==> src/rtl/m4t_pkg.sv <==
package m4t_pkg;

  localparam int WORD_W      = 32;
  localparam int ACC_W       = 66;

  localparam logic [2:0] OP_WR_CUR = 3'd0;
  localparam logic [2:0] OP_WR_STG = 3'd1;
  localparam logic [2:0] OP_MUL    = 3'd2;
  localparam logic [2:0] OP_TRN    = 3'd3;
  localparam logic [2:0] OP_XFM    = 3'd4;

  typedef logic signed [WORD_W-1:0] word_t;
  typedef word_t [3:0]  vec4_t;
  typedef word_t [15:0] mat_t;

  typedef enum logic [1:0] {
    KIND_MUL = 2'd0,
    KIND_TRN = 2'd1,
    KIND_XFM = 2'd2
  } kind_t;

  typedef struct packed {
    logic       vld;
    kind_t      kind;
    logic [1:0] col;
  } tag_t;

  typedef struct packed {
    logic commit;
    logic col3_we;
  } upd_t;

endpackage

==> src/rtl/m4t_merge.sv <==
module m4t_merge (
  input  logic           clk,
  input  logic           rst_n,
  input  logic           en,
  input  m4t_pkg::tag_t  t2,
  input  m4t_pkg::vec4_t sum,
  input  logic           out_tready,
  output logic           out_tvalid,
  output m4t_pkg::vec4_t out_data,
  output m4t_pkg::upd_t  upd,
  output m4t_pkg::mat_t  new_mat
);
  import m4t_pkg::*;

  vec4_t tmp_r [3];
  vec4_t data_r;
  logic  valid_r;
  logic  retire;

  assign retire      = t2.vld && en;
  assign upd.commit  = retire && t2.kind == KIND_MUL && t2.col == 2'd3;
  assign upd.col3_we = retire && t2.kind == KIND_TRN;

  always_ff @(posedge clk) begin
    if (retire && t2.kind == KIND_MUL && t2.col != 2'd3) begin
      tmp_r[t2.col] <= sum;
    end
    if (retire && t2.kind == KIND_XFM) begin
      data_r <= sum;
    end
  end

  always_ff @(posedge clk) begin
    if (!rst_n) begin
      valid_r <= 1'b0;
    end else if (retire && t2.kind == KIND_XFM) begin
      valid_r <= 1'b1;
    end else if (out_tready) begin
      valid_r <= 1'b0;
    end
  end

  always_comb begin
    for (int c = 0; c < 3; c++) begin
      for (int r = 0; r < 4; r++) begin
        new_mat[c*4+r] = tmp_r[c][r];
      end
    end
    for (int r = 0; r < 4; r++) begin
      new_mat[12+r] = sum[r];
    end
  end

  assign out_tvalid = valid_r;
  assign out_data   = data_r;

endmodule

==> config.mk <==
export PLATFORM = sky130hd
export DESIGN_NAME = m4t_merge
export DESIGN_NICKNAME = d
export VERILOG_FILES = /design/src/rtl/m4t_pkg.sv /design/src/rtl/m4t_merge.sv
export SDC_FILE = /design/constraint.sdc
export NUM_CORES = 1
export LEC_CHECK = 0
export BUFFER_PORTS_ARGS = -buffer_cell sky130_fd_sc_hd__buf_2
export CAP_MARGIN = 20
export CORE_AREA = 4 4 303 305
export CTS_CLUSTER_DIAMETER = 40
export DETAILED_ROUTE_END_ITERATION = 16
export DIE_AREA = 0 0 307 309
export GPL_TIMING_DRIVEN = 0
export MAX_ROUTING_LAYER = met4
export PLACE_DENSITY = 0.37
export SLEW_MARGIN = 40
export SYNTH_ARGS = -nofsm -noshare
export SYNTH_HDL_FRONTEND = slang
export SYNTH_SLANG_ARGS = --single-unit
==> constraint.sdc <==
create_clock -name clk -period 34 [get_ports clk]
set_input_delay 3.4 -clock clk [delete_from_list [all_inputs] [get_ports clk]]
set_output_delay 3.4 -clock clk [all_outputs]
set_load 0.1 [all_outputs]
# ---- After elaboration in Yosys (flattened, before gate mapping)
# Memory sizes are Yosys's and may differ from the RTL's.
# Cells that the tools add are included.
dict set report totals {
  latch_bits 0
  reg_bits 129
  mem_count 1
  out_inout_bits 643
  elab_cells 22
  ramBits 384
  rom_bits 0
}
dict set report op_classes {
  n_eq_ne 4
  bitwise 0
  n_shift 0
  multipliers 0
  n_mux 4
  reduce_logical 8
  n_addsub 0
  div_mod_pow 0
  n_lt_le_gt_ge 0
}
# memory depth word_bits read_ports rd_ports_with_merged_regs wr line_no
set memory_table {}
lappend memory_table {tmp_r 3 128 3 0 1 m4t_merge.sv:15} ;# vec4_t tmp_r [3];
# cell count
set ops {}
lappend ops {{1-bit logical AND} 6}
lappend ops {{2-bit == test (second input constant)} 2}
lappend ops {{1-bit 2-to-1 mux} 4}
lappend ops {{2-bit by 1-bit == test with 1-bit output (second input constant)} 1}
lappend ops {{2-bit logical NOT} 1}
lappend ops {{2-bit inequality test (second input constant)} 1}
lappend ops {{2-bit nonzero test} 1}

# ---- Longest topological paths before layout
dict set report logic_depth {
  ltp_word 5
  mapped_depth 2
}

# ---- Least setup slack after synthesis
# OpenSTA, ideal clock, no wires.
dict set report synth_path {
  path_type {input port to flip-flop}
  start {in t2[2] in the netlist's numbering}
  end {mem tmp_r[0][0] in the netlist's numbering (enable)}
  path_slack_ps 20927
  cell_stages 2
  arrival_time_ps 12299
  path_buffers 0
  cell_sequence {nand4bb_4 nor3_1}
}
dict set report synth_via {
  elab_chain_len 5
}
# element line_no
set synth_lines {}
lappend synth_lines {{start: declaration} m4t_merge.sv:5} ;# input m4t_pkg::tag_t t2,
lappend synth_lines {{2-bit logical NOT} m4t_merge.sv:25} ;# if (retire && t2.kind == KIND_MUL && t2.col != 2'd3) begin
lappend synth_lines {{1-bit logical AND (2 in series)} m4t_merge.sv:25}
lappend synth_lines {{1-bit 2-to-1 mux} m4t_merge.sv:25}
lappend synth_lines {{1-bit 2-to-1 mux (not written as such)} m4t_merge.sv:26} ;# tmp_r[t2.col] <= sum;
lappend synth_lines {{end: declaration} m4t_merge.sv:15}
# No other way between the ends.

==> results.py <==
metrics = {
    "timing": {
        "finalHoldViolCount": 0,
        "tightestPinTransition_ps": 576,
        "fin_crit_ps": 7940,
        "worst_slack_ps": 26060,
        "skew_ps": 0,
        "tns_ps": 0,
        "fmax_ghz": 0.126,
        "max_slew_margin_pct": 61.8,
        "rsz0062_at_grt": "false",
        "period_share_pct": 23.3,
        "finalSetupViolations": 0,
        "slew_viol_final": 0,
    },
    "cts": {
        "cts_setup_buffers": 0,
        "numCtsBuffers": 86,
        "cts_tree": "yes",
        "clock_latency_ps": 600,
        "clock-sinks": 513,
        "post_cts_resized": 0,
        "path_clk_slew_ps": 50,
        "max-clock-path-buffers": 3,
        "h-tree-depth": 3,
        "hold_buffers": 0,
        "cts_root_buf": "clkbuf_16",
    },
    "floorplanning": {
        "chipHeight_um": 309,
        "dieArea_um2": 94900,
        "initial_utilization_pct": 18.4,
        "chipWidth_um": 307,
        "pin_count": 780,
        "fp-row-count": 110,
        "core_um2": 89300,
    },
    "worst_setup_path": {
        "r2r_start": "out_tvalid",
        "critPathLaunch": "t2[2]",
        "worstPathArrival_ps": 4540,
        "path_class": "input pin to primary output",
        "worstSetupStartpointType": "input pin",
        "cp_max_fo": 4,
        "critPathCaptureType": "primary output",
        "worstPathRequired_ps": 30600,
    },
    "power": {
        "ir_drop_v": 0.0000392,
        "leakage_nw": 10.1,
        "power.density_nw_per_um2": 68.8,
    },
    "logic_synthesis": {
        "synth_cells": 653,
        "ys_seq_area_share_pct": 93.5,
        "ys_ff_latch": 513,
        "synth_cell_types": 13,
        "synthesis.nets": 790,
        "synth_area_leaders": "edfxtp_1, buf_4, nand4bb_4",
        "synth_top_cell_area_share_pct": 93.4,
        "ys_warn_count": 0,
        "synth_area_um2": 16500,
        "synth_area_per_cell_um2": 25.2,
        "synth_top_cell_by_area": "edfxtp_1",
    },
    "min_path": {
        "min_from": "out_tvalid",
        "hold_class": "register to register",
    },
    "flow_run": {
        "drv_cap": 0,
    },
    "detailed_routing": {
        "ant_nets": 0,
        "wire_per_inst_um": 18.5,
        "vias": 9552,
        "drt_iter0_markers": 380,
        "first_pass_iters": 4,
        "drc": 0,
        "totalWireLength_um": 52100,
        "viasPerCell": 3.38,
    },
    "layout": {
        "area_growth_pct": 53.4,
        "drive_gt1_share_pct": 67.7,
        "seq_area_um2": 15400,
        "multi_input_area_um2": 116,
        "fill_cells": 9102,
        "nets": 1719,
    },
    "grt": {
        "grtUsageTotal_pct": 10.7,
        "grt_pass1_wl_um": 71200,
        "grt.overflow.total": 0,
        "grt_max_degree": 59,
        "grt_pass1_vias": 9954,
        "antenna_found_initial": 5,
    },
    "run_status": {
        "status": "complete, no violations",
    },
    "placement": {
        "dp_slack_ps": 26020,
        "port_buffers": 779,
        "place_congestion": 0.767,
        "dp_hpwl_um": 39700,
    },
}
placed cells by master, fill, tap and decap left out, types with 2 or more instances in the layout:
master	synthesis	final
buf_6	0	17
bufinv_16	0	8
clkinv_2	0	11
clkbuf_16	0	88
clkinv_1	0	5
buf_16	0	2
clkinv_8	0	2
buf_4	128	156
clkinvlp_4	0	8
clkinv_4	0	6
nor3b_4	0	2
inv_8	0	6
buf_2	0	793
edfxtp_1	512	512
nand2_1	2	2
clkbuf_1	0	7
inv_6	0	12
Yosys cell counts:
master,number
edfxtp_1,512
buf_4,128
nand2_1,2
nor3b_2,2
a21boi_1,1
dfxtp_1,1
inv_1,1
nand2b_1,1
nand4b_1,1
nand4bb_4,1
nor2_1,1
nor3_1,1
nor3b_1,1
path summary, 6_finish.rpt:
check          endpoint  slack, ps  depth (start not counted)
max              upd[1]      26060                          4
min          out_tvalid        480                          2
max reg2reg  out_tvalid      33410                          2
min reg2reg  out_tvalid        480                          2
flip-flops by register name, summed over array words and instances (netlist names):
register and count:
out_data 128, out_tvalid 1, tmp_r 384
cells by family after synthesis:
family / after synthesis / share of synthesized area (%)
simple gates: 10 / 0.555
buf+inv: 129 / 5.86
flops: 513 / 93.5
compound gates: 1 / 0.0456
cell type report:
type                            count  area share, %
Buffer                            128           3.81
Sequential cell                   513           61.0
Multi-Input combinational cell     11          0.461
Clock inverter                     57           2.46
Clock buffer                       95           8.83
Tap cell                         1176           5.83
Antenna cell                        1        0.00991
Timing Repair Buffer              841           17.6
Inverter                            1         0.0446
routing by layer:
metal | vias to the layer above | wire length [um] | track usage, %
met1 | 4629 | 18500 | 10.9
met4 | 0 | 1680 | 4.15
met5 | - | 0 | -
met2 | 488 | 27400 | 18.8
met3 | 115 | 4570 | 3.82
li1 | 4320 | - | -
metrics by stage:
step | hold slack (ps) | utilization, % | instance area (um2) | total power [W] | std cells
final | 481 | 28.3 | 25200 | 0.00174 | 2823
after global routing | 493 | 28.3 | 25200 | 0.00180 | 2823
after CTS | 481 | 28.3 | 25200 | 0.00177 | 2822
after detailed placement | 470 | 25.1 | 22400 | 0.000909 | 2670
after global placement | 459 | 24.4 | 21800 | 0.000909 | 2608
after floorplan | 917 | - | 16500 | 0.000868 | 653
power by group:
part / internal (W) / switching, W
registers: 0.000708 / 0.00000220
logic: 0.0000275 / 0.000157
clock network: 0.000539 / 0.000304
worst max-delay path, stage by stage:
cell	delay (ps)
buf_2	110
nand4bb_4	280
nor2_1	260
buf_2	480
(Power assumes the default switching activity.)
