`src/rtl/m4t_pkg.sv`:
```
package m4t_pkg;

  localparam int WORD_W      = 32;
  localparam int ACC_W       = 66;

  localparam logic [2:0] OP_WR_CUR = 3'd0;
  localparam logic [2:0] OP_WR_STG = 3'd1;
  localparam logic [2:0] OP_MUL    = 3'd2;
  localparam logic [2:0] OP_TRN    = 3'd3;
  localparam logic [2:0] OP_XFM    = 3'd4;

  typedef logic signed [WORD_W-1:0] word_t;
  typedef word_t [3:0]  vec4_t;
  typedef word_t [15:0] mat_t;

  typedef enum logic [1:0] {
    KIND_MUL = 2'd0,
    KIND_TRN = 2'd1,
    KIND_XFM = 2'd2
  } kind_t;

  typedef struct packed {
    logic       vld;
    kind_t      kind;
    logic [1:0] col;
  } tag_t;

  typedef struct packed {
    logic commit;
    logic col3_we;
  } upd_t;

endpackage

```
`src/rtl/m4t_ctrl.sv`:
```
module m4t_ctrl (
  input  logic          clk,
  input  logic          rst_n,
  input  logic          in_tvalid,
  input  logic [2:0]    in_tuser,
  input  logic          out_tvalid,
  input  logic          out_tready,
  output logic          in_tready,
  output logic          en,
  output m4t_pkg::tag_t iss,
  output m4t_pkg::tag_t t2
);
  import m4t_pkg::*;

  typedef enum logic [2:0] {
    ST_IDLE = 3'b001,
    ST_MUL  = 3'b010,
    ST_WAIT = 3'b100
  } state_t;

  state_t     state_r, state_nxt;
  logic [1:0] col_r, col_nxt;
  tag_t       t1_r, t2_r;
  logic       fire;

  assign in_tready = (state_r == ST_IDLE);
  assign fire      = in_tvalid && in_tready;
  assign en        = !(t2_r.vld && t2_r.kind == KIND_XFM && out_tvalid && !out_tready);

  always_comb begin
    state_nxt = state_r;
    col_nxt   = col_r;
    iss       = '0;
    unique case (state_r)
      ST_IDLE: begin
        if (fire) begin
          unique case (in_tuser)
            OP_MUL: begin
              iss       = '{vld: 1'b1, kind: KIND_MUL, col: 2'd0};
              col_nxt   = 2'd1;
              state_nxt = ST_MUL;
            end
            OP_TRN: begin
              iss       = '{vld: 1'b1, kind: KIND_TRN, col: 2'd3};
              state_nxt = ST_WAIT;
            end
            OP_XFM: begin
              iss       = '{vld: 1'b1, kind: KIND_XFM, col: 2'd0};
              state_nxt = ST_WAIT;
            end
            default: ;
          endcase
        end
      end
      ST_MUL: begin
        iss     = '{vld: 1'b1, kind: KIND_MUL, col: col_r};
        col_nxt = col_r + 2'd1;
        if (col_r == 2'd3) begin
          state_nxt = ST_WAIT;
        end
      end
      ST_WAIT: begin
        if (t2_r.vld && en && (t2_r.kind != KIND_MUL || t2_r.col == 2'd3)) begin
          state_nxt = ST_IDLE;
        end
      end
      default: state_nxt = ST_IDLE;
    endcase
  end

  always_ff @(posedge clk) begin
    if (!rst_n) begin
      state_r <= ST_IDLE;
      col_r   <= 2'd0;
      t1_r    <= '0;
      t2_r    <= '0;
    end else begin
      state_r <= state_nxt;
      col_r   <= col_nxt;
      if (en) begin
        t1_r <= iss;
        t2_r <= t1_r;
      end
    end
  end

  assign t2 = t2_r;

endmodule

```
`config.mk`:
```
export PLATFORM = sky130hd
export DESIGN_NAME = m4t_ctrl
export DESIGN_NICKNAME = d
export VERILOG_FILES = /design/src/rtl/m4t_pkg.sv /design/src/rtl/m4t_ctrl.sv
export SDC_FILE = /design/constraint.sdc
export NUM_CORES = 1
export LEC_CHECK = 0
export BUFFER_PORTS_ARGS = -buffer_cell sky130_fd_sc_hd__buf_2
export CAP_MARGIN = 25
export CELL_PAD_IN_SITES_DETAIL_PLACEMENT = 0
export CELL_PAD_IN_SITES_GLOBAL_PLACEMENT = 2
export CORE_MARGIN = 5
export CORE_UTILIZATION = 28
export CTS_BUF_LIST = sky130_fd_sc_hd__clkbuf_16
export DETAILED_ROUTE_END_ITERATION = 7
export GPL_TIMING_DRIVEN = 0
export PLACE_DENSITY_LB_ADDON = 0.25
export RECOVER_POWER = 50
export SYNTH_ARGS = -nofsm -noshare
export SYNTH_HDL_FRONTEND = slang
export SYNTH_SLANG_ARGS = --single-unit
export TNS_END_PERCENT = 50
```
`constraint.sdc`:
```
create_clock -name clk -period 1.6 [get_ports clk]
set_input_delay 0.32 -clock clk [delete_from_list [all_inputs] [get_ports clk]]
set_output_delay 0.32 -clock clk [all_outputs]
set_load 0.02 [all_outputs]
```
* After elaboration in Yosys (flattened, before gate mapping)
Index checks and enable logic that the tools add are counted.
Word-level totals: register bits after elaboration 15, bits of input ports 8, output and inout bits 12, word-level logic and storage cells 48
Operators by class: add/sub/neg operators 1, equal/unequal tests 14, muxes and demuxes 11, reductions and logical operators 14
Operators by type and width (number):
- 5-bit one-hot mux with 3 select lines | 1
- 5-bit one-hot mux with 2 select lines | 1
- 3-bit by 2-bit equality test with 1-bit output (second input constant) | 3
- 3-bit two-way mux | 3
- 3-bit one-hot mux with 3 select lines | 1
- 2-bit equality test (second input constant) | 3
- 3-bit equality test (second input constant) | 2
- 1-bit logical AND | 6
- 3-bit one-hot mux with 2 select lines | 1
- 5-bit two-way mux | 1
- 2-bit two-way mux | 2
- 2-bit by 1-bit != test with 1-bit output (second input constant) | 2
- 2-bit != test (second input constant) | 2
- 2-bit one-hot mux with 2 select lines | 1
- 4-bit AND reduction | 1
- 2-bit nonzero test | 2
- 3-bit by 1-bit equality test with 1-bit output (second input constant) | 1
- 3-bit by 2-bit != test with 1-bit output (second input constant) | 1
- 3-bit AND reduction | 1
- 2-bit by 1-bit adder with 2-bit output (second input constant) | 1
- 1-bit logical NOT | 2
- 2-bit OR reduction | 1
- 1-bit logical OR | 1

* Logic depth before layout (Yosys ltp)
Gate-level depths: netlist (run 1).
depth after elaboration 9, mapped depth 6, gate-level depth less buffers 5

* Worst setup path before layout (run 1)
OpenSTA, ideal clock, no wires.
path kind register to output, start register state_r[2], end output iss[0] (netlist bit), data arrival time 1.535 ns, data required time 1.280 ns, path slack -0.255 ns, cell stages (with the launch flop) 5, path buffers 0, cell sequence dfxtp_1 > nand4bb_1 > nor3_1 > a21oi_1 > inv_1
RTL lines:
- start, declared | line m4t_ctrl.sv:21 | state_t state_r, state_nxt;
- start signal, assigned | line m4t_ctrl.sv:78 | state_r <= state_nxt;
- end, declared | line m4t_ctrl.sv:10 | output m4t_pkg::tag_t iss,

==> results of run 1 <==
==> power groups by stage <==
stage          clock, mW  sequential (mW)  combinational [mW]
5_1_grt            0.510            0.389               0.122
4_1_cts            0.483            0.389               0.100
2_1_floorplan          0            0.397              0.0503
6_report           0.472            0.388               0.112
3_3_place_gp           0            0.396              0.0805
3_5_place_dp           0            0.396              0.0805
==> state kept, by name, summed over array words and instances, names as in the netlist <==
register,cells
state_r,3
col_r,2
t1_r,5
t2,5
==> timing repair <==
item,in CTS,in global routing
hold buffers,0,0
pin swaps,4,2
endpoints found under the setup margin,7,8
cloned,0,0
setup buffers,8,5
resized for setup,18,11
hold endpoints to repair,0,0
==> metrics by stage <==
step / cell area, sq um / hold WS (ns) / instances
5_1_grt: 1090 / 0.411 / 147
2_1_floorplan: 713 / 0.435 / 82
4_1_cts: 1040 / 0.399 / 142
3_3_place_gp: 846 / 0.451 / 131
6_report: 1090 / 0.393 / 147
3_5_place_dp: 846 / 0.452 / 131
==> how the worst min path moves through the flow <==
stage | from | slack, ns | end | cells after the start
2_1_floorplan | t1_r[4] | 0.44 | t2[4] | 1
3_3_place_gp | t1_r[4] | 0.45 | t2[4] | 1
3_5_place_dp | t1_r[4] | 0.45 | t2[4] | 1
4_1_cts | rst_n | 0.40 | t2[1] | 2
5_1_grt | rst_n | 0.41 | t1_r[2] | 2
6_report | rst_n | 0.39 | t2[1] | 2
==> layout make-up <==
type	count	area, sq um	area share (%)
plain buffers	1	3.75	0.344
clock buffers	3	75.1	6.89
clock inverters	1	5.00	0.459
inverters	5	18.8	1.72
multi-input cells	60	420	38.6
flip-flops and latches	15	309	28.4
well taps	30	37.5	3.44
repair buffers	32	220	20.2
==> metal layers <==
layer / vias to the layer above / routed length (um)
met5: - / 0
met4: 0 / 14
met3: 2 / 83
met2: 12 / 897
met1: 320 / 878
li1: 361 / -
==> cell usage in the layout, fill, tap and decap left out, drive strengths merged <==
| cell | n |
|---|---|
| a211o | 1 |
| a21boi | 4 |
| a21oi | 6 |
| a31oi | 1 |
| and2 | 1 |
| and3 | 1 |
| buf | 26 |
| clkbuf | 10 |
| clkinv | 1 |
| dfxtp | 15 |
| ha | 1 |
| inv | 5 |
| nand2 | 13 |
| nand2b | 3 |
| nand3 | 1 |
| nand4bb | 1 |
| nor2 | 3 |
| nor2b | 1 |
| nor3 | 4 |
| nor3b | 2 |
| o211a | 1 |
| o21a | 2 |
| o21ai | 6 |
| o21bai | 1 |
| o22a | 1 |
| o311a | 1 |
| o32ai | 1 |
| or2 | 1 |
| or3b | 3 |
==> cells by family after synthesis <==
kind of cell / synth area share [%]
buffers and inverters: 3.74
adder cells (fa/ha/maj): 1.78
flip-flops: 42.8
AO/OA/AOI/OAI: 23.5
AND/OR/NAND/NOR: 28.2
==> critical path: cells and delay by family, from the launching register on <==
kind,cells,cell delay (ns)
buffers and inverters,4,0.49
flip-flops,1,0.34
AO/OA/AOI/OAI,1,0.16
AND/OR/NAND/NOR,1,0.14
==> results.cfg, run 1 <==
[outcome]
status = complete, but fails checks
violations = negative setup slack

[timing]
timing.slew.headroom_pct = 71.1
fmax_ghz = 0.586
fin_ws_ns = -0.106
skew_ns = 0.00146
finalMaxSlewViolations = 0
timing.final.crit_share_pct = 107
rsz0062_at_grt = true
worstMarginPinSlew_ns = 0.434
min_period_ns = 1.71
setup_viol = 7
final.setup.tns_ns = -0.438
hold_viol = 0

[setup_path]
crit_path_end_kind = output pin
start_kind = flip-flop
r2r_slack_ns = 0
r2r-start = state_r[1]
timing.rr.end = t1_r[0]
worstRegToRegCells = 8
endpoint = iss[1]
path_common_cell = buf_4
cpMaxStageDelayCell = dfxtp_4
cp.required_ns = 1.28
crit_chain = buf_4 -> nor3b_4 -> buf_4 -> a21oi_2 -> inv_1 -> buf_6
crit_start = state_r[1]
crit_arrival_ns = 1.39
max_stage_delay_ns = 0.34
cp_max_fo = 7
criticalPathCategory = flip-flop to output pin

[global_routing]
globalRouteMet1Util_pct = 16.3
grt_util_met2_pct = 19.0
first_global_vias = 698
grt_pass1_wl_um = 3240
overflow = 0
grt_usage_pct = 12.0
use_met3_pct = 3.02
antenna_found_initial = 0
grt_max_degree = 13
grt.busiest_layer = met2

[pwr]
vdd_drop_max_mv = 0.586
switching_share_pct = 20.9
p_clk_share_pct = 48.6
power_frac_seq_pct = 39.9
p_int_mw = 0.769
p_leak_nw = 0.482
p_switching_mw = 0.203
finalPower_mw = 0.972
pwr-share-comb_pct = 11.5
p_per_area_mw_per_mm2 = 892

[clock_tree]
clock-sinks = 15
cts_tree = done
clk_pin_slew_ns = 0.05
cts-root-buf = clkbuf_16
clock_latency_ns = 0.24
ctsHtreeMaxLevel = 1
numCtsBuffers = 3
clockBufferDepth = 2

[logic_synthesis]
synth_cell_types = 30
ys_warn_count = 0
avgSynthCellArea_sq_um = 8.56
synth-main-ff-cell = dfxtp_1
synth_top_area_share_pct = 42.8
synth_edf_count = 0
synth_fp_nets = 91
yosys.area.top_type = dfxtp_1
yosysSeqAreaShare_pct = 42.8
postSynth.asyncResetShare_pct = 0
synth_cells = 82
ys_top_cells_by_count = dfxtp_1, nand2_1, a21oi_1, o21ai_0, inv_1
yosysMostFrequentCell = dfxtp_1
synth-seq-cells = 15
synthTopCellsByArea = dfxtp_1, nand2_1, a21oi_1
syn_area_sq_um = 702

[routing]
drt_iter0_markers = 11
vias = 695
viasPerCell = 4.73
wl_per_cell_um = 12.7
drc = 0
dr.pass1.iters = 4
drt-total-wl_um = 1870
drtAntennaViolNets = 0

[final_layout]
fillers = 265
syn2layout_area_growth_pct = 55.3
fin_nets = 127
final_layout_size_suffix_gt1_share_pct = 40.2
fin_util_pct = 44.8
n_antenna_cell = 0

[floorplanning]
ios = 20
die_h_um = 60.1
die_area_sq_mm = 0.00361
rows = 18
fp.dieW_um = 60.1
core-area_sq_mm = 0.00243
start_util_pct = 28.9

[placed_design]
dp.final_hpwl_um = 1230
port_buffers = 19
post-place-ws_ns = -0.176
globalplace.congestion = 0.779

[worst_hold_path]
hp-class = primary input to flip-flop

[run]
maxCapViolCount = 0
(Power assumes the default switching activity.)
==> run 2, diff against run 1 <==
Settings changed: SKIP_LAST_GASP set to 1.
==> results.cfg, run 2 (synthesis gave the netlist of run 1 again) <==
[outcome]
status = complete, but fails checks
violations = negative setup slack

[placed_design]
dp.final_hpwl_um = 1230
globalplace.congestion = 0.779
port_buffers = 19

[timing]
final.setup.tns_ns = -0.492
timing.final.crit_share_pct = 107
rsz0062_at_grt = true
worstMarginPinSlew_ns = 0.434
skew_ns = 0.00138
hold_viol = 0
min_period_ns = 1.72
fin_ws_ns = -0.118
finalMaxSlewViolations = 0
timing.slew.headroom_pct = 71.0
fmax_ghz = 0.582
setup_viol = 6

[final_layout]
fillers = 264
layout_common_cells = nand2_1, dfxtp_1, buf_2, buf_4, clkbuf_1
layout_commonest_cell = nand2_1
final_layout_size_suffix_gt1_share_pct = 36.2
seq_area_sq_um = 309
fin_nets = 126
n_antenna_cell = 0
fin_util_pct = 44.2
syn2layout_area_growth_pct = 53.3
multi_input_area_sq_um = 433

[clock_tree]
clockBufferDepth = 2
clk_pin_slew_ns = 0.05
clock-sinks = 15
clock_latency_ns = 0.24
cts_tree = done
cts-root-buf = clkbuf_16
ctsHtreeMaxLevel = 1
numCtsBuffers = 3

[setup_path]
timing.rr.end = t1_r[0]
cp_num_cells = 4
cp.required_ns = 1.28
crit_chain = buf_4 -> or3b_1 -> inv_1 -> buf_2
crit_path_end_kind = output pin
cp_max_fo = 4
worstRegToRegCells = 8
crit_arrival_ns = 1.40
criticalPathCategory = flip-flop to output pin
start_kind = flip-flop
r2r-start = state_r[1]
cpLargestDelayFamily = simple AND/OR/NAND/NOR gates
cp.buffers_inverters = 3
r2r_slack_ns = 0.01
cpMaxStageDelayCell = or3b_1
max_stage_delay_ns = 0.44

[floorplanning]
core-area_sq_mm = 0.00243
start_util_pct = 28.9
fp.dieW_um = 60.1
die_h_um = 60.1
die_area_sq_mm = 0.00361
ios = 20
rows = 18

[pwr]
p_per_area_mw_per_mm2 = 899
p_leak_nw = 0.475
vdd_drop_max_mv = 0.584

[routing]
viasPerCell = 4.75
drc = 0
wl_per_cell_um = 12.8
drt-total-wl_um = 1870
drtAntennaViolNets = 0
drt_iter0_markers = 18
dr.pass1.iters = 4
vias = 694

[worst_hold_path]
hp-start = rst_n
worstHoldEndpoint = t2[1]
hp-class = primary input to flip-flop
holdPathStages = 2

[global_routing]
grt_usage_pct = 12.0
grt_max_degree = 13
overflow = 0
grt_pass1_wl_um = 3240
first_global_vias = 697
antenna_found_initial = 0

[run]
maxCapViolCount = 0
## run 2: changes by cell type in the layout (fill, tap and decap cells not counted), sizes merged
cell	change
buf	-1
## run 2: what timing repair did
action | 4_1_cts | 5_1_grt
setup endpoints to repair | 7 | 8
resized for setup | 12 | 8
cloned | 0 | 0
pin swaps | 3 | 2
setup buffers | 8 | 4
hold buffers | 0 | 0
hold endpoints to repair | 0 | 0
## run 2: stage by stage
| step | total power, mW | worst slack [ns] | cells | hold WS, ns | cell area, sq um |
|---|---|---|---|---|---|
| 2_1_floorplan | 0.447 | 0.0571 | 82 | 0.435 | 713 |
| 3_3_place_gp | 0.477 | -0.225 | 131 | 0.451 | 846 |
| 3_5_place_dp | 0.477 | -0.176 | 131 | 0.452 | 846 |
| 4_1_cts | 0.967 | -0.141 | 142 | 0.399 | 1030 |
| 5_1_grt | 1.02 | -0.166 | 146 | 0.411 | 1080 |
| 6_report | 0.967 | -0.118 | 146 | 0.395 | 1080 |
## run 2: area by class of cell
class | count | share of cell area [%]
multi-input combinational | 60 | 40.2
sequential | 15 | 28.7
timing repair buffer | 31 | 18.0
clock buffer | 3 | 6.98
tap | 30 | 3.49
inverter | 5 | 1.74
clock inverter | 1 | 0.465
buffer | 1 | 0.349
## run 2: worst max-delay path by stage
stage                           end         from  slack (ns)
after floorplan              iss[0]   state_r[2]        0.06
after global placement           en   out_tready       -0.22
after detailed placement         en   out_tready       -0.18
after CTS                    iss[4]  in_tuser[0]       -0.14
after global routing         iss[1]   state_r[1]       -0.17
final                     in_tready   state_r[2]       -0.12
## run 2: routing by layer
layer | routed length, um | vias to the layer above | share of wire [%] | global-route usage (%)
met2 | 889 | 10 | 48 | 19.0
met1 | 883 | 328 | 47 | 16.3
met5 | 0 | - | 0 | 0
met4 | 14 | 0 | 0.75 | 2.85
li1 | - | 354 | - | -
met3 | 81 | 2 | 4.3 | 3.02
## run 2: power breakdown
part           internal [mW]  switching, mW  total, mW
combinational         0.0512         0.0557      0.107
clock                  0.333          0.140      0.472
sequential             0.380        0.00824      0.388
==> run 3, diff against run 2 <==
Settings changed: ABC_AREA set to 1, CORE_UTILIZATION 28 to 26.
==> results.cfg, run 3 <==
[outcome]
status = completed

[logic_synthesis]
synth-main-ff-cell = dfxtp_1
synthTopCellsByArea = dfxtp_1, nand2_1, inv_1
synth_edf_count = 0
postSynth.asyncResetShare_pct = 0
ys_warn_count = 0
yosysSeqAreaShare_pct = 39.0
synth_fp_nets = 129
synth_cell_types = 19
ys_top_cells_by_count = nand2_1, inv_1, nor2_1
synth_cells = 120
yosysMostFrequentCell = nand2_1
yosys.area.top_type = dfxtp_1
synth_top_area_share_pct = 39.0
syn_area_sq_um = 771
synth-seq-cells = 15
avgSynthCellArea_sq_um = 6.42

[setup_path]
timing.rr.end = state_r[0]
cp.required_ns = 1.28
endpoint = iss[1]
r2r_slack_ns = 0.33
criticalPathCategory = flip-flop to output pin
crit_arrival_ns = 1.25
start_kind = flip-flop
crit_path_end_kind = output pin
crit_start = state_r[2]
cp_max_fo = 4
r2r-start = state_r[2]
worstRegToRegCells = 9

[floorplanning]
die_area_sq_mm = 0.00415
fp.dieW_um = 64.4
die_h_um = 64.4
rows = 19
start_util_pct = 27.5
core-area_sq_mm = 0.00281
ios = 20

[pwr]
vdd_drop_max_mv = 0.584
p_per_area_mw_per_mm2 = 1570
finalPower_mw = 1.72
p_leak_nw = 0.585

[timing]
setup_viol = 0
timing.final.crit_share_pct = 98.1
fin_ws_ns = 0.0309
finalMaxSlewViolations = 0
rsz0062_at_grt = true
worstMarginPinSlew_ns = 0.428
min_period_ns = 1.57
hold_ws_ns = 0.434
skew_ns = 0.000771
timing.slew.headroom_pct = 71.5
hold_viol = 0
fmax_ghz = 0.637

[placed_design]
dp.final_hpwl_um = 1520
place_area_sq_um = 905
globalplace.congestion = 0.760
post-place-ws_ns = 0.0705
port_buffers = 19

[final_layout]
multi_input_area_sq_um = 434
final_layout_size_suffix_gt1_share_pct = 28.4
syn2layout_area_growth_pct = 42.0
design_area_sq_mm = 0.00109
seq_area_sq_um = 305
fin_nets = 158
layout_common_cells = nand2_1, inv_1, nor2_1
layout_commonest_cell = nand2_1
fillers = 315
n_antenna_cell = 0

[global_routing]
grt_max_degree = 11
antenna_found_initial = 0
grt_usage_pct = 10.6
grt_pass1_wl_um = 3500
overflow = 0
first_global_vias = 797

[routing]
viasPerCell = 4.55
vias = 815
wl_per_cell_um = 11.0
drc = 0
drt-total-wl_um = 1970
drt_iter0_markers = 40
dr.pass1.iters = 4
drtAntennaViolNets = 0

[clock_tree]
clk_pin_slew_ns = 0.05
cts-root-buf = clkbuf_16
clock-sinks = 15
clock_latency_ns = 0.24
clockBufferDepth = 2
ctsHtreeMaxLevel = 1
cts_tree = done
numCtsBuffers = 3
cts_hold_buf = 0

[worst_hold_path]
hp-start = t1_r[2]
hp-class = flip-flop to flip-flop

[run]
maxCapViolCount = 0
## run 3: repair_timing
action                     CTS  global route
resized for setup           19             5
buffers inserted             4             1
setup endpoints to repair    4             5
pin swaps                    4             4
## run 3: cells by family (layout without fill, tap and decap cells)
family                   after synthesis  count (layout)  synth area share (%)
flip-flops                            15              15                  39.0
adder cells (fa/ha/maj)                1               1                  1.62
AO/OA/AOI/OAI                         19              19                  13.5
AND/OR/NAND/NOR                       61              61                  34.1
buffers and inverters                 24              52                  11.8
## run 3: layout make-up
cell class / instances / area share (%)
inverter: 22 / 7.77
tap: 31 / 3.54
multi-input combinational: 81 / 39.7
timing repair buffer: 24 / 13.1
buffer: 2 / 0.800
clock inverter: 1 / 0.343
sequential: 15 / 27.9
clock buffer: 3 / 6.86
## run 3: worst min-delay path by stage
| stage | endpoint | slack [ns] | depth (start not counted) |
|---|---|---|---|
| 5_1_grt | t2[2] | 0.46 | 2 |
| 3_3_place_gp | t2[2] | 0.42 | 2 |
| 4_1_cts | t1_r[0] | 0.43 | 4 |
| 3_5_place_dp | t2[2] | 0.43 | 2 |
| 2_1_floorplan | t2[2] | 0.41 | 2 |
| 6_report | t2[2] | 0.43 | 2 |
## run 3: metal layers
layer  routed length [um]  share of wire, %  up-vias  GRT usage (%)
li1                     -                 -      429              -
met1                  893                45      373           12.9
met2                  990                50       11           17.9
met3                   64               3.3        2           3.11
met4                   21               1.1        0           3.17
met5                    0                 0        -              0
## run 3: per-stage QoR
step                      instances    TNS (ns)  util [%]
after floorplan                 120           0         -
after global placement          170           0      32.2
after detailed placement        170           0      32.2
after CTS                       178  -0.0000736      38.5
after global routing            179      -0.124      39.0
final                           179           0      39.0
## run 3: where the power goes
group	internal [mW]	switching, mW	leakage (nW)	total (mW)
Clock	0.330	0.142	0.0423	0.473
Combinational	0.302	0.436	0.420	0.737
Sequential	0.442	0.0642	0.123	0.506
Total	1.07	0.642	0.585	1.72
## run 3: worst max-delay path: stages (launching register included)
cell	delay [ns]
dfxtp_2	0.34
nor2_4	0.14
nand2_4	0.08
nor2_4	0.12
nand3_4	0.11
nand2_2	0.10
buf_6	0.12
